<file path="config.mk">
export PLATFORM = sky130hd
export DESIGN_NAME = c_source_tokenizer_core
export DESIGN_NICKNAME = d
export VERILOG_FILES = /design/src/rtl/core/cst_pkg.sv /design/src/rtl/core/cst_ram.sv /design/src/rtl/core/cst_front.sv /design/src/rtl/core/cst_queue.sv /design/src/rtl/core/c_source_tokenizer_core.sv
export SDC_FILE = /design/constraint.sdc
export NUM_CORES = 2
export LEC_CHECK = 0
export BUFFER_PORTS_ARGS = -buffer_cell sky130_fd_sc_hd__buf_4
export CAP_MARGIN = 0
export CORE_MARGIN = 2
export CORE_UTILIZATION = 35
export DETAILED_ROUTE_END_ITERATION = 8
export HOLD_SLACK_MARGIN = 0.06
export SYNTH_ARGS = -nofsm -noshare
export SYNTH_HDL_FRONTEND = slang
export SYNTH_HIERARCHICAL = 1
export SYNTH_SLANG_ARGS = --single-unit
</file>
<file path="constraint.sdc">
create_clock -name clock -period 11.5 [get_ports clock]
set_clock_uncertainty 0.1 [all_clocks]
set_input_delay 2.3 -clock clock [delete_from_list [all_inputs] [get_ports clock]]
set_output_delay 2.3 -clock clock [all_outputs]
set_load 0.02 [all_outputs]
</file>
<file path="src/rtl/core/cst_pkg.sv">
`default_nettype none
// ---------------------------------------------------------------------------
// Tokenizer package
// Shared token kinds, scan modes, the record that passes from the front
// part to the result queue, and the keyword lookup.
// ---------------------------------------------------------------------------
package cst_pkg;

   typedef enum logic [2:0] {
      KIND_END     = 3'd0,
      KIND_KEYWORD = 3'd1,
      KIND_IDENT   = 3'd2,
      KIND_NUMBER  = 3'd3,
      KIND_STRING  = 3'd4,
      KIND_SYMBOL  = 3'd5,
      KIND_UNKNOWN = 3'd6
   } kind_type;

   typedef enum logic [3:0] {
      MODE_IDLE   = 4'd0,
      MODE_SLASH  = 4'd1,
      MODE_LINE   = 4'd2,
      MODE_BLOCK  = 4'd3,
      MODE_STAR   = 4'd4,
      MODE_HASH   = 4'd5,
      MODE_STRING = 4'd6,
      MODE_WORD   = 4'd7,
      MODE_DIGITS = 4'd8
   } mode_type;

   // One token as it travels through the result queue.
   typedef struct packed {
      kind_type    kind;
      logic [15:0] line;
      logic [15:0] column;
      logic [15:0] offset;
      logic [15:0] length;
      logic [7:0]  first;
      logic        last;
   } token_type;

   localparam int TokenBits = $bits(token_type);

   function automatic logic [15:0] sat_inc(input logic [15:0] v);
      sat_inc = (v == 16'hFFFF) ? v : v + 16'd1;
   endfunction

   function automatic logic is_alpha(input logic [7:0] b);
      is_alpha = (b >= "a" && b <= "z") || (b >= "A" && b <= "Z") || b == "_";
   endfunction

   function automatic logic is_digit(input logic [7:0] b);
      is_digit = b >= "0" && b <= "9";
   endfunction

   function automatic logic is_symbol(input logic [7:0] b);
      is_symbol = b == "(" || b == ")" || b == "{" || b == "}" || b == "[" ||
                  b == "]" || b == ";" || b == ",";
   endfunction

   // Pack a string literal little-endian, first byte in the low bits.
   function automatic logic [63:0] kw(input logic [63:0] s, input int n);
      logic [63:0] r;
      r = '0;
      for (int i = 0; i < 8; i++) begin
         if (i < n) r[8*i +: 8] = s[8*(n-1-i) +: 8];
      end
      kw = r;
   endfunction

   // Parallel compare of the held prefix against the keyword table.
   function automatic logic is_keyword(input logic [63:0] p, input logic [15:0] len);
      logic [63:0] m;
      logic hit;
      m = '0;
      for (int i = 0; i < 8; i++) begin
         if (16'(i) < len) m[8*i +: 8] = p[8*i +: 8];
      end
      hit = 1'b0;
      case (len)
         16'd2: hit = m == kw("if", 2) || m == kw("do", 2);
         16'd3: hit = m == kw("int", 3) || m == kw("for", 3);
         16'd4: hit = m == kw("char", 4) || m == kw("void", 4) ||
                      m == kw("long", 4) || m == kw("else", 4) ||
                      m == kw("case", 4) || m == kw("goto", 4) ||
                      m == kw("auto", 4) || m == kw("enum", 4) ||
                      m == kw("free", 4) || m == kw("exit", 4) ||
                      m == kw("main", 4);
         16'd5: hit = m == kw("float", 5) || m == kw("short", 5) ||
                      m == kw("while", 5) || m == kw("break", 5) ||
                      m == kw("const", 5) || m == kw("union", 5) ||
                      m == kw("scanf", 5);
         16'd6: hit = m == kw("double", 6) || m == kw("signed", 6) ||
                      m == kw("switch", 6) || m == kw("return", 6) ||
                      m == kw("static", 6) || m == kw("extern", 6) ||
                      m == kw("struct", 6) || m == kw("sizeof", 6) ||
                      m == kw("printf", 6) || m == kw("malloc", 6) ||
                      m == kw("strlen", 6) || m == kw("strcpy", 6) ||
                      m == kw("strcmp", 6);
         16'd7: hit = m == kw("default", 7) || m == kw("typedef", 7);
         16'd8: hit = m == kw("unsigned", 8) || m == kw("continue", 8) ||
                      m == kw("register", 8) || m == kw("volatile", 8);
         default: hit = 1'b0;
      endcase
      is_keyword = hit;
   endfunction

endpackage
`default_nettype wire

</file>
<file path="src/rtl/core/cst_ram.sv">
`default_nettype none
// ---------------------------------------------------------------------------
// Generic RAM
// One write port and one read port with registered read data.
// ---------------------------------------------------------------------------
module cst_ram #(
   parameter int Width = 8,
   parameter int Depth = 4
) (
   input  wire logic                     clock,
   input  wire logic                     wr_en,
   input  wire logic [$clog2(Depth)-1:0] wr_addr,
   input  wire logic [Width-1:0]         wr_data,
   input  wire logic [$clog2(Depth)-1:0] rd_addr,
   output logic      [Width-1:0]         rd_data
);

   logic [Width-1:0] mem [Depth];

   // Write and registered read.
   always_ff @(posedge clock) begin
      if (wr_en) mem[wr_addr] <= wr_data;
      rd_data <= mem[rd_addr];
   end

endmodule
`default_nettype wire

</file>
<file path="src/rtl/core/cst_front.sv">
`default_nettype none
// ---------------------------------------------------------------------------
// Tokenizer front part
// Classifies each byte, keeps the scan state and forms up to two tokens.
// ---------------------------------------------------------------------------
module cst_front
   import cst_pkg::*;
#(
   parameter int TextLimit = 65536
) (
   input  wire logic       clock,
   input  wire logic       reset,
   input  wire logic       take,
   input  wire logic [7:0] text_byte,
   input  wire logic       end_of_text,
   output logic      [1:0] tok_count,
   output token_type       tok_a,
   output token_type       tok_b
);

   localparam int CountBits = $clog2(TextLimit) + 1;

   mode_type    mode_ff, mode_in;
   logic [15:0] line_ff, line_in, col_ff, col_in, pos_ff, pos_in;
   logic [15:0] sline_ff, sline_in, scol_ff, scol_in, spos_ff, spos_in;
   logic [15:0] plen_ff, plen_in;
   logic [63:0] prefix_ff, prefix_in;
   logic [7:0]  lead_ff, lead_in;
   logic [CountBits-1:0] taken_ff, taken_in;

   // Scan step: pending flush, fresh byte and counter updates.
   always_comb begin
      logic      do_flush, do_fresh, fl_ok, fr_ok;
      kind_type  fl_kind;
      token_type fl, fr;
      logic [7:0] b;
      b = text_byte;
      mode_in = mode_ff; line_in = line_ff; col_in = col_ff; pos_in = pos_ff;
      sline_in = sline_ff; scol_in = scol_ff; spos_in = spos_ff;
      plen_in = plen_ff; prefix_in = prefix_ff; lead_in = lead_ff;
      taken_in = taken_ff;
      do_flush = 1'b0; do_fresh = 1'b0; fr_ok = 1'b0;
      fl_ok = 1'b1;
      case (mode_ff)
         MODE_WORD:   fl_kind = is_keyword(prefix_ff, plen_ff) ? KIND_KEYWORD : KIND_IDENT;
         MODE_DIGITS: fl_kind = KIND_NUMBER;
         MODE_STRING: fl_kind = KIND_STRING;
         MODE_SLASH:  fl_kind = KIND_UNKNOWN;
         default: begin
            fl_kind = KIND_END;
            fl_ok = 1'b0;
         end
      endcase
      fl = '{fl_kind, sline_ff, scol_ff, spos_ff, plen_ff, lead_ff, 1'b0};
      fr = '{is_symbol(b) ? KIND_SYMBOL : KIND_UNKNOWN, line_ff, col_ff, pos_ff,
             16'd1, b, 1'b0};
      tok_count = 2'd0;
      tok_a = fl;
      tok_b = fr;
      if (end_of_text || b == 8'd0) begin
         if (fl_ok) begin
            tok_count = 2'd2;
            tok_b = '{KIND_END, line_ff, col_ff, pos_ff, 16'd0, 8'd0, 1'b1};
         end else begin
            tok_count = 2'd1;
            tok_a = '{KIND_END, line_ff, col_ff, pos_ff, 16'd0, 8'd0, 1'b1};
         end
         mode_in = MODE_IDLE; line_in = 16'd1; col_in = 16'd1; pos_in = '0;
         sline_in = 16'd1; scol_in = 16'd1; spos_in = '0; plen_in = '0;
         prefix_in = '0; lead_in = '0; taken_in = '0;
      end else if (taken_ff < CountBits'(TextLimit - 1)) begin
         case (mode_ff)
            MODE_SLASH: begin
               if (b == "/") mode_in = MODE_LINE;
               else if (b == "*") mode_in = MODE_BLOCK;
               else begin
                  do_flush = 1'b1;
                  do_fresh = 1'b1;
               end
            end
            MODE_LINE, MODE_HASH: if (b == 8'h0A) mode_in = MODE_IDLE;
            MODE_BLOCK: if (b == "*") mode_in = MODE_STAR;
            MODE_STAR: begin
               if (b == "/") mode_in = MODE_IDLE;
               else if (b != "*") mode_in = MODE_BLOCK;
            end
            MODE_STRING: begin
               if (plen_ff < 16'd8) prefix_in[8*plen_ff[2:0] +: 8] = b;
               plen_in = sat_inc(plen_ff);
               if (b == "\"") begin
                  tok_a.length = plen_in;
                  tok_count = 2'd1;
                  mode_in = MODE_IDLE;
               end
            end
            MODE_WORD, MODE_DIGITS: begin
               if (is_digit(b) || (mode_ff == MODE_WORD && is_alpha(b))) begin
                  if (plen_ff < 16'd8) prefix_in[8*plen_ff[2:0] +: 8] = b;
                  plen_in = sat_inc(plen_ff);
               end else begin
                  do_flush = 1'b1;
                  do_fresh = 1'b1;
               end
            end
            default: do_fresh = 1'b1;
         endcase
         if (do_fresh) begin
            if (do_flush) mode_in = MODE_IDLE;
            if (b == " " || b == 8'h09 || b == 8'h0A) mode_in = MODE_IDLE;
            else if (b == "#") mode_in = MODE_HASH;
            else if (b == "/" || b == "\"" || is_alpha(b) || is_digit(b)) begin
               mode_in = (b == "/") ? MODE_SLASH : (b == "\"") ? MODE_STRING :
                         is_alpha(b) ? MODE_WORD : MODE_DIGITS;
               sline_in = line_ff; scol_in = col_ff; spos_in = pos_ff;
               plen_in = 16'd1; prefix_in = {56'd0, b}; lead_in = b;
            end else begin
               mode_in = MODE_IDLE;
               fr_ok = 1'b1;
            end
            if (do_flush && fr_ok) tok_count = 2'd2;
            else if (do_flush) tok_count = 2'd1;
            else if (fr_ok) begin
               tok_count = 2'd1;
               tok_a = fr;
            end
         end
         taken_in = taken_ff + 1'b1;
         pos_in = sat_inc(pos_ff);
         if (b == 8'h0A) begin
            line_in = sat_inc(line_ff);
            col_in = 16'd1;
         end else col_in = sat_inc(col_ff);
      end
      if (tok_count == 2'd1) tok_a.last = 1'b1;
      if (tok_count == 2'd2) tok_b.last = 1'b1;
   end

   // Scan state registers.
   always_ff @(posedge clock) begin
      if (reset) begin
         mode_ff <= MODE_IDLE; line_ff <= 16'd1; col_ff <= 16'd1; pos_ff <= '0;
         sline_ff <= 16'd1; scol_ff <= 16'd1; spos_ff <= '0; plen_ff <= '0;
         prefix_ff <= '0; lead_ff <= '0; taken_ff <= '0;
      end else if (take) begin
         mode_ff <= mode_in; line_ff <= line_in; col_ff <= col_in; pos_ff <= pos_in;
         sline_ff <= sline_in; scol_ff <= scol_in; spos_ff <= spos_in;
         plen_ff <= plen_in; prefix_ff <= prefix_in; lead_ff <= lead_in;
         taken_ff <= taken_in;
      end
   end

endmodule
`default_nettype wire

</file>
<file path="src/rtl/core/cst_queue.sv">
`default_nettype none
// ---------------------------------------------------------------------------
// Token queue
// Takes up to two tokens a cycle and hands them out one at a time, oldest
// first, from two banks of RAM with a registered output.
// ---------------------------------------------------------------------------
module cst_queue
   import cst_pkg::*;
(
   input  wire logic       clock,
   input  wire logic       reset,
   input  wire logic [1:0] wr_count,
   input  wire token_type  wr_a,
   input  wire token_type  wr_b,
   output logic            room,
   input  wire logic       pop,
   output logic            empty,
   output token_type       head
);

   localparam int Depth = 8;
   localparam int AddrBits = $clog2(Depth);

   // Even slots in bank zero, odd slots in bank one.
   logic [AddrBits:0]   wp_ff, rp_ff, cnt_ff, wp_in, rp_in, cnt_in;
   logic                fetch, hvalid_ff, hvalid_in;
   logic [AddrBits:0]   rd_slot;
   logic                last_bank_ff;
   token_type           q0, q1, d0, d1;
   logic                we0, we1;
   logic [AddrBits-2:0] wa0, wa1;
   logic [AddrBits:0]   wp1;

   always_comb begin
      wp1 = wp_ff + 1'b1;
      we0 = 1'b0; we1 = 1'b0; d0 = wr_a; d1 = wr_a;
      wa0 = wp_ff[AddrBits-1:1]; wa1 = wp_ff[AddrBits-1:1];
      if (wr_count != 2'd0) begin
         if (wp_ff[0]) begin
            we1 = 1'b1; d1 = wr_a; wa1 = wp_ff[AddrBits-1:1];
            if (wr_count == 2'd2) begin
               we0 = 1'b1; d0 = wr_b; wa0 = wp1[AddrBits-1:1];
            end
         end else begin
            we0 = 1'b1; d0 = wr_a; wa0 = wp_ff[AddrBits-1:1];
            if (wr_count == 2'd2) begin
               we1 = 1'b1; d1 = wr_b; wa1 = wp_ff[AddrBits-1:1];
            end
         end
      end
   end

   cst_ram #(.Width(TokenBits), .Depth(Depth / 2)) u_bank0 (
      .clock(clock), .wr_en(we0), .wr_addr(wa0), .wr_data(d0),
      .rd_addr(rd_slot[AddrBits-1:1]), .rd_data(q0)
   );
   cst_ram #(.Width(TokenBits), .Depth(Depth / 2)) u_bank1 (
      .clock(clock), .wr_en(we1), .wr_addr(wa1), .wr_data(d1),
      .rd_addr(rd_slot[AddrBits-1:1]), .rd_data(q1)
   );

   // Pointer and head-register control. The head register is refilled from
   // stored entries only; count covers entries not yet fetched.
   always_comb begin
      fetch = (cnt_ff != '0) && (!hvalid_ff || pop);
      rd_slot = rp_ff;
      wp_in = wp_ff + {{(AddrBits - 1){1'b0}}, wr_count};
      rp_in = fetch ? rp_ff + 1'b1 : rp_ff;
      cnt_in = cnt_ff + {{(AddrBits - 1){1'b0}}, wr_count} - {{AddrBits{1'b0}}, fetch};
      hvalid_in = fetch ? 1'b1 : (pop ? 1'b0 : hvalid_ff);
      room = cnt_ff <= (AddrBits + 1)'(Depth - 4);
   end

   // The RAM is read every cycle, so head_ff keeps a fetched head after the read data moves on.
   token_type head_ff;
   logic      fresh_ff;
   always_ff @(posedge clock) begin
      if (reset) begin
         wp_ff <= '0; rp_ff <= '0; cnt_ff <= '0; hvalid_ff <= 1'b0;
         fresh_ff <= 1'b0;
      end else begin
         wp_ff <= wp_in; rp_ff <= rp_in; cnt_ff <= cnt_in; hvalid_ff <= hvalid_in;
         fresh_ff <= fetch;
      end
      if (fetch) last_bank_ff <= rp_ff[0];
      if (fresh_ff) head_ff <= last_bank_ff ? q1 : q0;
   end

   always_comb begin
      head = fresh_ff ? (last_bank_ff ? q1 : q0) : head_ff;
      empty = !hvalid_ff;
   end

endmodule
`default_nettype wire

</file>
<file path="src/rtl/core/c_source_tokenizer_core.sv">
`default_nettype none
// ---------------------------------------------------------------------------
// C source tokenizer
// Streaming lexer: one source byte in, zero to two tokens out.
// ---------------------------------------------------------------------------
//  channel  | ports                         | handshake
//  input    | req_text_byte, req_end_of_text | req_push / req_full
//  result   | rsp_token_* fields            | rsp_pop / rsp_empty
//
// One byte is scanned per cycle while full is low; the scan state loop in the
// front part sets that rate. Tokens enter an eight-entry queue and reach the
// result ports once fetched from its RAM banks into the head register. Full
// rises while more than four entries wait in the queue, so a byte that yields
// two tokens always fits. Reset clears the scan state and empties the queue.
module c_source_tokenizer_core
   import cst_pkg::*;
#(
   parameter int TEXT_LIMIT = 65536
) (
   input  wire logic        clock,
   input  wire logic        reset,
   input  wire logic        req_push,
   output logic             req_full,
   input  wire logic [7:0]  req_text_byte,
   input  wire logic        req_end_of_text,
   output logic             rsp_empty,
   input  wire logic        rsp_pop,
   output logic [2:0]       rsp_token_kind,
   output logic [15:0]      rsp_token_line,
   output logic [15:0]      rsp_token_column,
   output logic [15:0]      rsp_start_offset,
   output logic [15:0]      rsp_token_length,
   output logic [7:0]       rsp_first_char,
   output logic             rsp_is_last
);

   logic      take, room;
   logic [1:0] cnt, wr_count;
   token_type ta, tb, head;

   assign take = req_push && !req_full;
   assign req_full = !room;
   assign wr_count = take ? cnt : 2'd0;

   cst_front #(.TextLimit(TEXT_LIMIT)) u_front (
      .clock(clock), .reset(reset), .take(take), .text_byte(req_text_byte),
      .end_of_text(req_end_of_text), .tok_count(cnt), .tok_a(ta), .tok_b(tb)
   );

   cst_queue u_queue (
      .clock(clock), .reset(reset), .wr_count(wr_count), .wr_a(ta), .wr_b(tb),
      .room(room), .pop(rsp_pop && !rsp_empty), .empty(rsp_empty), .head(head)
   );

   // Result fields.
   assign rsp_token_kind   = head.kind;
   assign rsp_token_line   = head.line;
   assign rsp_token_column = head.column;
   assign rsp_start_offset = head.offset;
   assign rsp_token_length = head.length;
   assign rsp_first_char   = head.first;
   assign rsp_is_last      = head.last;

   // An end token always carries a length of zero.
   a_end_len: assert property (@(posedge clock) disable iff (reset)
      (!rsp_empty && rsp_token_kind == KIND_END) |-> rsp_token_length == 16'd0)
      else $error("end token with nonzero length");
   // An end token always closes the results of its byte.
   a_end_last: assert property (@(posedge clock) disable iff (reset)
      (!rsp_empty && rsp_token_kind == KIND_END) |-> rsp_is_last)
      else $error("end token not marked last");
   // Nothing is accepted while full.
   a_full: assert property (@(posedge clock) disable iff (reset)
      req_full |-> !take)
      else $error("byte taken while full");

endmodule
`default_nettype wire
</file>
==> flow_summary_export.csv <==
group,metric,value,unit
power_and_ir_drop,p_seq_frac,0.465,
synth,syn-instance-count,3269,
clock_network,clkTransAtPathRegs,60,ps
synth,yosys_warnings,6,
placement,gp_congestion,0.944,
sta,rsz0062_at_grt,"false",
min_path,hold_path.class,"flop to flop",
synth,netlist.area_leader.share,0.414,
placement,dpl.cell_count,4873,
die,core_area,125000,µm²
critical_path,worstSetupPathType,"input pin to flop",
clock_network,cts_num_sinks,1054,
clock_network,hold_buffers,0,
synth,synth_edf_count,609,
sta,fin_tns_setup,0,ps
power_and_ir_drop,comb_power_share,0.213,
clock_network,postCtsSetupBuffers,0,
clock_network,htree_levels,3,
die,ios,91,
synth,yosysUniqueCellTypes,99,
clock_network,root_buffer,"clkbuf_16",
global_route,grt_pass1_vias,27614,
sta,timing.final.crit_share,0.642,
power_and_ir_drop,power.internal,7.15,mW
clock_network,clockBufferDepth,3,
detailed_routing,drc,0,
detailed_routing,vias,27847,
sta,tightest_slew,1180,ps
global_route,grt_max_degree,90,
detailed_routing,topRoutingLayerUsed,"met5",
global_route,antenna_found_initial,9,
run,cap_violations,0,
synth,synthTopCellsByArea,"edfxtp_1, dfxtp_1, mux4_2, mux2_2, nor2_1",
synth,yosysMostFrequentCell,"edfxtp_1",
detailed_routing,initialDrtViolationCount,2306,
sta,fin_crit,7390,ps
synth,synthArstFlopShare,0,
placement,hpwl,77.8,mm
sta,finalHoldViolCount,0,
power_and_ir_drop,p_leak,16.7,nW
sta,drv_slew,0,
synth,ys.flop_type,"edfxtp_1",
synth,yosys.area.top_type,"edfxtp_1",
status,outcome,"finished clean",
die,row_count,130,
die,die_w,359,µm
global_route,grt_pass1_wl,179,mm
global_route,grt_overflow_total,0,
placement,port-buffer-count,90,
detailed_routing,vias_per_cell,5.49,
clock_network,cts_tree,"built",
detailed_routing,ant_nets,0,
power_and_ir_drop,ir_drop,111,µV
cells_and_area,nets,3361,
clock_network,cts_buffers,102,
critical_path,path_cells,"buf_4 > nor4_1 > a21oi_1 > nor2_1 > inv_1 > o21ai_0 > and3_1 > nand3b_4 > nor2_1 > xor2_1 > and3b_4 > buf_4",
power_and_ir_drop,power.switching,2.85,mW
critical_path,cp-end-kind,"flop",
die,die-area,129000,µm²
cells_and_area,synthToLayoutAreaGrowth,12.2,%
synth,syn_avg_cell_area,13.5,µm²
cells_and_area,stdcell_count,5068,
die,dieHeight,359,µm
power_and_ir_drop,powerDensity,202,nW/µm²
synth,synth_common_cells,"edfxtp_1, dfxtp_1, nor2_1",
detailed_routing,m1WireLength,51.4,mm
synth,syn_area,44200,µm²
synth,ys_seq_elements,1054,
critical_path,cp_max_fo,42,
clock_network,worstSkewPairLatency,670,ps
critical_path,cp.arrival,7570,ps
critical_path,cp_slowest_cell,"and3b_4",
sta,setup_viol_count_final,0,
power_and_ir_drop,p_clk_frac,0.322,
critical_path,slowest_delay,770,ps
synth,seq_area_frac_synth,0.615,
critical_path,start_kind,"input pin",
critical_path,cp_data_required_time,11680,ps
power_and_ir_drop,swShare,0.285,
detailed_routing,finalWirelength,119,mm
sta,fmax,135,MHz
detailed_routing,wl_met2,55.8,mm
sta,slew_headroom,0.195,
clock_network,cts_resized,0,
die,initial_core_util,0.353,
cells_and_area,drive_gt1_frac,0.195,
global_route,grt_usage,0.181,
detailed_routing,drtPass1Iterations,5,
detailed_routing,wire_per_inst,23.5,µm
detailed_routing,wl_met3,6.65,mm
[cells by family after synthesis]
group,share of synthesized area
compound gates,0.0700
xor+xnor,0.00911
fa+ha+maj,0.00628
buf+inv,0.0296
flops,0.615
mux,0.150
other cells,0.0000848
simple gates,0.120
[state kept, by name (all words and copies together), names as in the netlist, 8 cells and up]
signal                   cells
u_front/col_ff              16
u_front/lead_ff              8
u_front/line_ff             16
u_front/plen_ff             16
u_front/pos_ff              16
u_front/prefix_ff           64
u_front/scol_ff             16
u_front/sline_ff            16
u_front/spos_ff             16
u_front/taken_ff            17
u_queue/head_ff             76
u_queue/u_bank0/mem        304
u_queue/u_bank0/rd_data     76
u_queue/u_bank1/mem        304
u_queue/u_bank1/rd_data     76
[routing by layer]
layer,GRT usage,vias up
li1,-,12667
met1,0.237,14021
met2,0.296,904
met3,0.0313,249
met4,0.0774,6
met5,0,-
[stage by stage]
| stage | cell area, µm² | power (mW) | setup slack, ps | hold slack (ps) | utilization |
|---|---|---|---|---|---|
| after detailed placement | 46300 | 6.91 | 3390 | 342 | 0.369 |
| after floorplan | 44300 | 6.18 | 255 | 321 | - |
| after global routing | 49600 | 10.5 | 3690 | 385 | 0.395 |
| after global placement | 46300 | 6.89 | 3480 | 342 | 0.369 |
| final | 49600 | 10.0 | 4110 | 361 | 0.395 |
| after CTS | 49600 | 10.1 | 4080 | 361 | 0.395 |
[worst max-delay path: cells and delay by family]
kind / cells / cell delay, ps
AND/OR/NAND/NOR: 6 / 3350
buffers and inverters: 3 / 1140
XOR/XNOR: 1 / 340
AO/OA/AOI/OAI: 2 / 330
[power by group through the flow]
stage	Clock [mW]	Sequential [mW]	Combinational, mW
global placement	0	4.72	2.17
CTS	3.31	4.65	2.19
finish	3.22	4.64	2.13
detailed placement	0	4.73	2.18
floorplan	0	4.64	1.54
global route	3.44	4.69	2.32
[cells in the final DEF, fill, tap and decap left out, drive strengths merged, types with 18 or more instances in the layout]
| master | instances |
|---|---|
| mux4 | 152 |
| edfxtp | 609 |
| and2 | 27 |
| buf | 141 |
| mux2i | 83 |
| o21ai | 80 |
| nand3 | 80 |
| nor4 | 51 |
| inv | 50 |
| nor2b | 32 |
| nor3 | 70 |
| or4 | 21 |
| a21oi | 161 |
| and4 | 21 |
| clkbuf | 145 |
| ha | 19 |
| clkinv | 32 |
| or3 | 31 |
| a22o | 81 |
| nand4b | 18 |
| xnor2 | 21 |
| and3 | 39 |
| nand2 | 175 |
| mux2 | 204 |
| nand2b | 23 |
| dfxtp | 445 |
| nor2 | 282 |
| nand4 | 79 |
| xor2 | 25 |
[cell type report]
| cell class | instances | area (µm²) |
|---|---|---|
| Fill cell | 11661 | 75800 |
| Tap cell | 1650 | 2060 |
| Multi-Input combinational cell | 1988 | 15800 |
| Inverter | 40 | 150 |
| Clock buffer | 145 | 2950 |
| Sequential cell | 1054 | 27200 |
| Clock inverter | 47 | 310 |
| Timing Repair Buffer | 141 | 1070 |
| Antenna cell | 3 | 7.51 |
[worst paths after layout]
path,cells past startpoint,slack [ps],endpoint,start
max,12,4110,u_queue/u_bank0/mem[2][36]$_DFFE_PP_,req_text_byte[5]
min,2,360,u_front/prefix_ff[7]$_SDFFE_PP0P_,u_front/prefix_ff[7]$_SDFFE_PP0P_
max reg2reg,13,5280,u_queue/u_bank1/mem[1][73]$_DFFE_PP_,u_front/plen_ff[0]$_SDFFE_PP0P_
min reg2reg,2,360,u_front/prefix_ff[7]$_SDFFE_PP0P_,u_front/prefix_ff[7]$_SDFFE_PP0P_
(Power assumes the default switching activity.)
